==> src/humidity_temp_frame_decoder_core_macros.svh <==
// assertion macros shared by the frame decoder modules
// no dependencies; define NO_ASSERTIONS to compile them out
`ifndef HUMIDITY_TEMP_FRAME_DECODER_CORE_MACROS_SVH
`define HUMIDITY_TEMP_FRAME_DECODER_CORE_MACROS_SVH

`ifndef NO_ASSERTIONS

// same-cycle implication, sampled on clk, off while in reset
`define HFTD_ASSERT_NOW(lbl, ante, cons) \
    lbl: assert property (@(posedge clk) disable iff (!rst_n) (ante) |-> (cons)) \
        else $error("hftd: assertion failed");

// next-cycle implication, sampled on clk, off while in reset
`define HFTD_ASSERT_NEXT(lbl, ante, cons) \
    lbl: assert property (@(posedge clk) disable iff (!rst_n) (ante) |=> (cons)) \
        else $error("hftd: assertion failed");

`else

`define HFTD_ASSERT_NOW(lbl, ante, cons)
`define HFTD_ASSERT_NEXT(lbl, ante, cons)

`endif

`endif

==> src/hftd_pkg.sv <==
// shared types, constants and the crc-8 step for the frame decoder
// no dependencies
package hftd_pkg;

    localparam logic [7:0]  CRC_POLY = 8'h31;
    localparam logic [7:0]  CRC_INIT = 8'hFF;

    localparam logic [14:0] TEMP_SCALE  = 15'd21875;
    localparam logic [13:0] HUMID_SCALE = 14'd12500;
    localparam logic [15:0] TEMP_OFFSET = 16'd45000;
    localparam int          FRAC_BITS   = 13;

    localparam int          HFTD_FIFO_DEPTH = 4;

    // result status codes
    localparam logic [1:0]  ST_OK        = 2'd0;
    localparam logic [1:0]  ST_TEMP_CRC  = 2'd1;
    localparam logic [1:0]  ST_HUMID_CRC = 2'd2;

    // one checked frame, as queued between front and back
    typedef struct packed {
        logic [15:0] temp_word;
        logic [15:0] humid_word;
        logic [1:0]  status;
    } hftd_frame_t;

    // push request from the front end
    typedef struct packed {
        logic        valid;
        hftd_frame_t frame;
    } hftd_push_t;

    // queue occupancy flags
    typedef struct packed {
        logic full;
        logic empty;
    } hftd_qstat_t;

    // one byte through crc-8, msb first
    function automatic logic [7:0] hftd_crc8(input logic [7:0] crc_in,
                                             input logic [7:0] data);
        logic [7:0] c;
        c = crc_in ^ data;
        for (int k = 0; k < 8; k++) begin
            if (c[7])
            begin
                c = {c[6:0], 1'b0} ^ CRC_POLY;
            end
            else
            begin
                c = {c[6:0], 1'b0};
            end
        end
        return c;
    endfunction

endpackage

==> src/humidity_temp_frame_decoder_core.sv <==
// top level of the humidity and temperature frame decoder
// depends on hftd_pkg, hftd_front, hftd_fifo and hftd_back
//
// usage
//  - input channel: one response byte per request (resp_byte), with
//    frame_start high on the first byte of a frame; taken on any edge with
//    in_valid high and in_stall low
//  - frame order: temperature msb, lsb, crc, then humidity msb, lsb, crc;
//    each word is checked with crc-8 (poly 0x31, init 0xff)
//  - output channel: one result request per sixth byte, carrying
//    temp_milli_c, humid_milli_pct and status; taken when out_valid is
//    high and out_stall is low
//  - a crc mismatch gives status 1 (temperature) or 2 (humidity), with
//    both values zero; temperature failure wins
//  - frame_start mid-frame drops the partial frame with no result
//  - throughput: one byte per cycle while in_stall is low; the crc step
//    in the front end is combinational
//  - after the edge that takes the sixth byte, the frame passes the queue
//    entry, the multiply register and the result register before out_valid rises
//  - when out_stall holds, up to FIFO_DEPTH finished frames plus two in
//    the back end wait; only then does in_stall rise
//  - reset: frame position zero, crc preset, queue empty, no result
module humidity_temp_frame_decoder_core #(
    parameter int FIFO_DEPTH = hftd_pkg::HFTD_FIFO_DEPTH
) (
    input  logic               clk,
    input  logic               rst_n,
    input  logic               in_valid,
    output logic               in_stall,
    input  logic [7:0]         resp_byte,
    input  logic               frame_start,
    output logic               out_valid,
    input  logic               out_stall,
    output logic signed [17:0] temp_milli_c,
    output logic [16:0]        humid_milli_pct,
    output logic [1:0]         status
);
    import hftd_pkg::*;

    // requests from the front end into the queue
    hftd_push_t  push;
    // queue flags seen by both sides
    hftd_qstat_t qstat;
    // head of the queue and its pop strobe
    hftd_frame_t rd_frame;
    logic        pop;

    hftd_front u_front (
        .clk         (clk),
        .rst_n       (rst_n),
        .in_valid    (in_valid),
        .in_stall    (in_stall),
        .resp_byte   (resp_byte),
        .frame_start (frame_start),
        .qstat       (qstat),
        .push        (push)
    );

    // decouples byte intake from result delivery
    hftd_fifo #(
        .DEPTH (FIFO_DEPTH)
    ) u_fifo (
        .clk      (clk),
        .rst_n    (rst_n),
        .push     (push),
        .pop      (pop),
        .rd_frame (rd_frame),
        .qstat    (qstat)
    );

    // scaling and the output register
    hftd_back u_back (
        .clk             (clk),
        .rst_n           (rst_n),
        .qstat           (qstat),
        .rd_frame        (rd_frame),
        .pop             (pop),
        .out_valid       (out_valid),
        .out_stall       (out_stall),
        .temp_milli_c    (temp_milli_c),
        .humid_milli_pct (humid_milli_pct),
        .status          (status)
    );

endmodule

==> src/hftd_front.sv <==
// front end: byte position tracking, crc checking and word capture
// depends on hftd_pkg and the assertion macro header
module hftd_front (
    input  logic                      clk,
    input  logic                      rst_n,
    input  logic                      in_valid,
    output logic                      in_stall,
    input  logic [7:0]                resp_byte,
    input  logic                      frame_start,
    input  hftd_pkg::hftd_qstat_t     qstat,
    output hftd_pkg::hftd_push_t      push
);
    import hftd_pkg::*;
    `include "humidity_temp_frame_decoder_core_macros.svh"

    localparam logic [2:0] POS_T_MSB = 3'd0;
    localparam logic [2:0] POS_T_LSB = 3'd1;
    localparam logic [2:0] POS_T_CRC = 3'd2;
    localparam logic [2:0] POS_H_MSB = 3'd3;
    localparam logic [2:0] POS_H_LSB = 3'd4;
    localparam logic [2:0] POS_H_CRC = 3'd5;

    logic [2:0]  pos_reg, pos_next;
    logic [7:0]  crc_reg, crc_next;
    logic        temp_fail_reg, temp_fail_next;
    logic [15:0] temp_word_reg, temp_word_next;
    logic [15:0] humid_word_reg, humid_word_next;
    logic [2:0]  pos_eff;
    logic        accept;
    logic [1:0]  frame_status;

    assign in_stall = qstat.full;
    assign accept   = in_valid && !in_stall;
    assign pos_eff  = (frame_start || (pos_reg > POS_H_CRC)) ? POS_T_MSB : pos_reg;

    always_comb
    begin
        pos_next        = pos_reg;
        crc_next        = crc_reg;
        temp_fail_next  = temp_fail_reg;
        temp_word_next  = temp_word_reg;
        humid_word_next = humid_word_reg;
        if (accept)
        begin
            case (pos_eff)
                POS_T_MSB:
                begin
                    crc_next       = hftd_crc8(CRC_INIT, resp_byte);
                    temp_word_next = {resp_byte, 8'h00};
                    temp_fail_next = 1'b0;
                    pos_next       = POS_T_LSB;
                end
                POS_T_LSB:
                begin
                    crc_next       = hftd_crc8(crc_reg, resp_byte);
                    temp_word_next = {temp_word_reg[15:8], resp_byte};
                    pos_next       = POS_T_CRC;
                end
                POS_T_CRC:
                begin
                    temp_fail_next = (crc_reg != resp_byte);
                    crc_next       = CRC_INIT;
                    pos_next       = POS_H_MSB;
                end
                POS_H_MSB:
                begin
                    crc_next        = hftd_crc8(CRC_INIT, resp_byte);
                    humid_word_next = {resp_byte, 8'h00};
                    pos_next        = POS_H_LSB;
                end
                POS_H_LSB:
                begin
                    crc_next        = hftd_crc8(crc_reg, resp_byte);
                    humid_word_next = {humid_word_reg[15:8], resp_byte};
                    pos_next        = POS_H_CRC;
                end
                POS_H_CRC:
                begin
                    crc_next = CRC_INIT;
                    pos_next = POS_T_MSB;
                end
                default:
                begin
                    pos_next = POS_T_MSB;
                end
            endcase
        end
    end

    // temperature failure outranks humidity failure
    always_comb
    begin
        if (temp_fail_reg)
        begin
            frame_status = ST_TEMP_CRC;
        end
        else if (crc_reg != resp_byte)
        begin
            frame_status = ST_HUMID_CRC;
        end
        else
        begin
            frame_status = ST_OK;
        end
    end

    assign push.valid            = accept && (pos_eff == POS_H_CRC);
    assign push.frame.temp_word  = temp_word_reg;
    assign push.frame.humid_word = humid_word_reg;
    assign push.frame.status     = frame_status;

    always_ff @(posedge clk or negedge rst_n)
    begin
        if (!rst_n)
        begin
            pos_reg       <= POS_T_MSB;
            crc_reg       <= CRC_INIT;
            temp_fail_reg <= 1'b0;
        end
        else
        begin
            pos_reg       <= pos_next;
            crc_reg       <= crc_next;
            temp_fail_reg <= temp_fail_next;
        end
    end

    always_ff @(posedge clk)
    begin
        temp_word_reg  <= temp_word_next;
        humid_word_reg <= humid_word_next;
    end

    `HFTD_ASSERT_NOW(a_pos_range, 1'b1, pos_reg <= POS_H_CRC)
    `HFTD_ASSERT_NEXT(a_pos_wrap, push.valid, pos_reg == POS_T_MSB)

endmodule

==> src/hftd_fifo.sv <==
// short request queue between the front end and the back end
// depends on hftd_pkg and the assertion macro header
module hftd_fifo #(
    parameter int DEPTH = hftd_pkg::HFTD_FIFO_DEPTH
) (
    input  logic                      clk,
    input  logic                      rst_n,
    input  hftd_pkg::hftd_push_t      push,
    input  logic                      pop,
    output hftd_pkg::hftd_frame_t     rd_frame,
    output hftd_pkg::hftd_qstat_t     qstat
);
    import hftd_pkg::*;
    `include "humidity_temp_frame_decoder_core_macros.svh"

    localparam int AW = (DEPTH > 1) ? $clog2(DEPTH) : 1;
    localparam int CW = $clog2(DEPTH + 1);

    hftd_frame_t   mem [DEPTH];
    logic [AW-1:0] wr_ptr_reg, wr_ptr_next;
    logic [AW-1:0] rd_ptr_reg, rd_ptr_next;
    logic [CW-1:0] count_reg, count_next;
    logic          do_push;

    assign qstat.full  = (count_reg == CW'(DEPTH));
    assign qstat.empty = (count_reg == '0);
    assign do_push     = push.valid && !qstat.full;
    assign rd_frame    = mem[rd_ptr_reg];

    always_comb
    begin
        wr_ptr_next = wr_ptr_reg;
        rd_ptr_next = rd_ptr_reg;
        count_next  = count_reg;
        if (do_push)
        begin
            wr_ptr_next = (wr_ptr_reg == AW'(DEPTH - 1)) ? '0 : wr_ptr_reg + 1'b1;
        end
        if (pop)
        begin
            rd_ptr_next = (rd_ptr_reg == AW'(DEPTH - 1)) ? '0 : rd_ptr_reg + 1'b1;
        end
        case ({do_push, pop})
            2'b10:   count_next = count_reg + 1'b1;
            2'b01:   count_next = count_reg - 1'b1;
            default: count_next = count_reg;
        endcase
    end

    always_ff @(posedge clk or negedge rst_n)
    begin
        if (!rst_n)
        begin
            wr_ptr_reg <= '0;
            rd_ptr_reg <= '0;
            count_reg  <= '0;
        end
        else
        begin
            wr_ptr_reg <= wr_ptr_next;
            rd_ptr_reg <= rd_ptr_next;
            count_reg  <= count_next;
        end
    end

    always_ff @(posedge clk)
    begin
        if (do_push)
        begin
            mem[wr_ptr_reg] <= push.frame;
        end
    end

    `HFTD_ASSERT_NOW(a_no_overflow, push.valid, !qstat.full)
    `HFTD_ASSERT_NOW(a_no_underflow, pop, count_reg != '0)

endmodule

==> src/hftd_back.sv <==
// back end: scaling multiplies and the registered result stage
// depends on hftd_pkg and the assertion macro header
module hftd_back (
    input  logic                      clk,
    input  logic                      rst_n,
    input  hftd_pkg::hftd_qstat_t     qstat,
    input  hftd_pkg::hftd_frame_t     rd_frame,
    output logic                      pop,
    output logic                      out_valid,
    input  logic                      out_stall,
    output logic signed [17:0]        temp_milli_c,
    output logic [16:0]               humid_milli_pct,
    output logic [1:0]                status
);
    import hftd_pkg::*;
    `include "humidity_temp_frame_decoder_core_macros.svh"

    logic        s1_valid_reg;
    logic [30:0] t_prod_reg;
    logic [29:0] h_prod_reg;
    logic [1:0]  s1_status_reg;
    logic        out_valid_reg;
    logic [17:0] temp_reg, temp_next;
    logic [16:0] humid_reg, humid_next;
    logic [1:0]  status_reg;
    logic        advance;
    logic        s1_load;
    logic [18:0] temp_diff;

    assign advance = !out_valid_reg || !out_stall;
    assign s1_load = !s1_valid_reg || advance;
    assign pop     = s1_load && !qstat.empty;

    // drop the fraction, then remove the offset
    assign temp_diff = {1'b0, t_prod_reg[30:FRAC_BITS]} - 19'(TEMP_OFFSET);

    always_comb
    begin
        if (s1_status_reg == ST_OK)
        begin
            temp_next  = temp_diff[17:0];
            humid_next = h_prod_reg[29:FRAC_BITS];
        end
        else
        begin
            temp_next  = '0;
            humid_next = '0;
        end
    end

    always_ff @(posedge clk or negedge rst_n)
    begin
        if (!rst_n)
        begin
            s1_valid_reg  <= 1'b0;
            out_valid_reg <= 1'b0;
        end
        else
        begin
            if (s1_load)
            begin
                s1_valid_reg <= !qstat.empty;
            end
            if (advance)
            begin
                out_valid_reg <= s1_valid_reg;
            end
        end
    end

    always_ff @(posedge clk)
    begin
        if (pop)
        begin
            t_prod_reg    <= 31'(TEMP_SCALE) * 31'(rd_frame.temp_word);
            h_prod_reg    <= 30'(HUMID_SCALE) * 30'(rd_frame.humid_word);
            s1_status_reg <= rd_frame.status;
        end
        if (advance && s1_valid_reg)
        begin
            temp_reg   <= temp_next;
            humid_reg  <= humid_next;
            status_reg <= s1_status_reg;
        end
    end

    assign out_valid       = out_valid_reg;
    assign temp_milli_c    = $signed(temp_reg);
    assign humid_milli_pct = humid_reg;
    assign status          = status_reg;

    `HFTD_ASSERT_NOW(a_err_zero, out_valid_reg && (status_reg != ST_OK),
                     (temp_reg == '0) && (humid_reg == '0))

endmodule

==> config.mk <==
export PLATFORM = sky130hd
export DESIGN_NAME = humidity_temp_frame_decoder_core
export DESIGN_NICKNAME = d
export VERILOG_FILES = /design/src/hftd_pkg.sv /design/src/humidity_temp_frame_decoder_core.sv /design/src/hftd_front.sv /design/src/hftd_fifo.sv /design/src/hftd_back.sv
export VERILOG_INCLUDE_DIRS = /design/src /design/src/src
export SDC_FILE = /design/constraint.sdc
export NUM_CORES = 1
export LEC_CHECK = 0
export BUFFER_PORTS_ARGS = -buffer_cell sky130_fd_sc_hd__buf_2
export CORE_MARGIN = 2
export CORE_UTILIZATION = 46
export CTS_CLUSTER_DIAMETER = 60
export DETAILED_ROUTE_END_ITERATION = 6
export MAX_ROUTING_LAYER = met4
export SLEW_MARGIN = 20
export SYNTH_ARGS = -nofsm -noshare
export SYNTH_HDL_FRONTEND = slang
export SYNTH_SLANG_ARGS = --single-unit
==> constraint.sdc <==
create_clock -name clk -period 10.1 [get_ports clk]
set_clock_uncertainty 0.2 [all_clocks]
set_input_delay 0.505 -clock clk [delete_from_list [all_inputs] [get_ports clk]]
set_output_delay 0.505 -clock clk [all_outputs]
set_load 0.01 [all_outputs]
==> metrics.md <==
| Metric | Value |
|---|---|
| Fin nets | 1855 |
| Gate Count Post-Synth | 1423 |
| MaxCap Viol Count | 0 |
| Register Area | 0.00780 mm² |
| Hold Fails Final Rpt | 0 |
| Area Overhead vs Synth | 10.0% |
| Post-synth top area share | 40.1% |
| Routability cong. | 0.867 |
| DRC | 0 |
| Hold Path Depth | 2 |
| Routed wire per std cell | 16.4 µm |
| Gr usage total | 17.4% |
| Synth Warn # | 0 |
| Synth area leader | edfxtp_1 |
| Vias per cell | 5.00 |
| Initial core utilization | 46.8% |
| Critical path peak fanout | 28 |
| EDFF count, synth | 242 |
| First-pass GRT wire length | 55300 µm |
| Finished Cell Area | between 0.015 and 0.02 mm² |
| Die Span Y | about 200 µm |
| Worst relative slew slack | 35.9% |
| Initial antenna violation count | 1 |
| Actual slew at the worst max-slew pin | about 0.96 ns |
| PostCTS Resize Cnt | 0 |
| CP Launch Type | flop |
| Vias in the first global route | 10756 |
| Synthesized area | 0.0181 mm² |
| Post-layout util | between 50% and 60% |
| Hpwl dp | about 26000 µm |
| Dpl cell area | roughly 0.019 mm² |
| Avg Inst Size Synth | 12.7 µm² |
| Post-synth top cells | 277 x inv_1, 242 x edfxtp_1, 234 x ha_1 |
| Die Area | 0.0410 mm² |
| Worst setup EP type | flop |
| Sum Neg Setup Slack | 0 ns |
| CP arrival | roughly 7.8 ns |
| Clock Latency Late Sink | 0.56 ns |
| Root Driver | clkbuf_16 |
| Hold crit path type | in2reg |
| CTS tree | yes |
| Number of synthesized register bits | 263 |
| Clock Sink Count | 263 |
| Worst Path Required | 10.18 ns |
| DRT Pass-1 Iters | 4 |
| Fin. max-slew vios | 0 |
| Sequential area share after synthesis | around 43% |
| Syn Nets | 1795 |
| Diode count | 0 |
| Highest Clock Rate | around 130 MHz |
| Initial DRC Count | 351 |
| Status | finished clean |
| Setup violators final | 0 |
| Global route total overflow | 0 |
| Fraction of layout cells with a size suffix above 1 | 10.5% |
| Tmin final | 7.75 ns |
| Area of the core | roughly 0.039 mm² |
| Final ANT Viol Nets | 0 |
| CTS max path bufs | 3 |
| Crit Path Category | reg2reg |
| Reg clk slew, reported paths | approximately 0.060 ns |
| Maximum number of pins on one net before global-route repair | 41 |
| Drt total wl | 33200 µm |
| Die width | 203 µm |
| Worst Setup Slack, final | 2.35 ns |
| Period utilization | between 70% and 80% |
| Synth Flop Type | edfxtp_1 |
| Unrepaired setup endpoints after global routing | false |
| Async SR Flop Fraction | 7.98% |
| Largest cells by area after synthesis | edfxtp_1 40%, ha_1 16%, fa_1 14% |
| Io pins | 52 |
| Via count | 10115 |
| IO buf count | 51 |
| Site Rows | 72 |
| Synth unique cells | 61 |
| Pre-CTS setup slack | 2.27 ns |
| Max reg flops | 136 |
| Layout fillers | 3413 |
| Reg2reg path depth | 21 |
| Top-count cell post-synth | inv_1 |
| Area of the multi-input gates | 0.00919 mm² |
| H-Tree Depth | 1 |
| Total CTS buffers | 29 |
cells in the final DEF, fill, tap and decap left out, types with 7 or more instances in the layout:
cell / count
buf_2: 51
a21o_1: 24
a31oi_1: 8
nand2_1: 30
dfstp_2: 8
o21a_1: 7
xnor2_1: 53
fa_1: 125
a21oi_1: 50
and2_1: 42
nor2b_1: 28
clkinv_1: 8
mux4_2: 34
nor3_1: 10
xor2_1: 34
ha_1: 234
dfrtp_1: 12
nor2_1: 40
nand4_1: 11
edfxtp_1: 242
nand3_1: 12
o21ai_0: 24
clkbuf_16: 29
buf_4: 10
nand2b_1: 13
inv_1: 277
per-stage QoR:
stage	cells	hold WS [ns]
after floorplan	1423	0.00941
after global placement	1969	0.255
after detailed placement	1969	0.277
after CTS	2022	0.0238
after global routing	2022	0.0510
final	2022	0.0541
repair_timing:
item,in CTS,in global routing
buffers inserted,0,0
endpoints found under the hold margin,13,0
hold buffers,1,0
routing by layer:
metal / global-route usage, % / up-vias / part of all wire (%) / routed length, µm
met3: 2.15 / 45 / 2.6 / 868
met2: 29.2 / 124 / 48 / 15800
li1: - / 4993 / - / -
met1: 23.0 / 4953 / 48 / 15900
met5: - / - / 0 / 0
met4: 3.21 / 0 / 1.8 / 592
logic make-up (layout without fill, tap and decap cells):
group	count (synthesis)	count (layout)	synth area share, %
flip-flops	263	263	43.0
adder cells (fa/ha/maj)	359	359	30.0
buffers and inverters	310	391	6.47
XOR/XNOR	88	88	4.33
AND/OR/NAND/NOR	210	210	6.26
multiplexers	37	37	4.40
AO/OA/AOI/OAI	156	156	5.55
path summary, 6_finish.rpt:
| path | start | endpoint | slack, ns |
|---|---|---|---|
| hold reg to reg | u_front.crc_reg[4] | u_front.crc_reg[4] | 0.29 |
| min in group asynchronous | rst_n | u_front.temp_fail_reg | 0.25 |
| setup reg to reg | u_fifo.rd_ptr_reg[0] | u_back.t_prod_reg[28] | 2.35 |
| setup / recovery | u_fifo.rd_ptr_reg[0] | u_back.t_prod_reg[28] | 2.35 |
| max in group asynchronous | rst_n | u_fifo.rd_ptr_reg[0] | 9.07 |
| hold / removal | out_stall | u_back.out_valid | 0.05 |
area by class of cell:
class / count / area share [%]
Clock buffer: 33 / 3.71
Clock inverter: 19 / 0.885
Inverter: 277 / 5.21
Multi-Input combinational cell: 850 / 46.1
Sequential cell: 263 / 39.1
Tap cell: 518 / 3.25
Timing Repair Buffer: 62 / 1.71
critical path, stage by stage, from the launching register on:
cell and delay, ns:
dfrtp_2 0.97, buf_4 0.37, mux4_2 0.62, ha_1 0.38, xor2_1 0.18, ha_1 0.27, inv_1 0.05, fa_1 0.47
fa_1 0.50, inv_1 0.06, fa_1 0.52, inv_1 0.05, fa_1 0.49, inv_1 0.04, ha_1 0.30, and3_1 0.21
a41oi_1 0.20, o221ai_1 0.18, o22ai_1 0.50, o31ai_1 0.25, a2111oi_0 0.52, a311oi_1 0.10
Power is left out: the tool's default activity adds up to more than one toggle a clock period on the data nets, which glitch-free logic cannot reach.
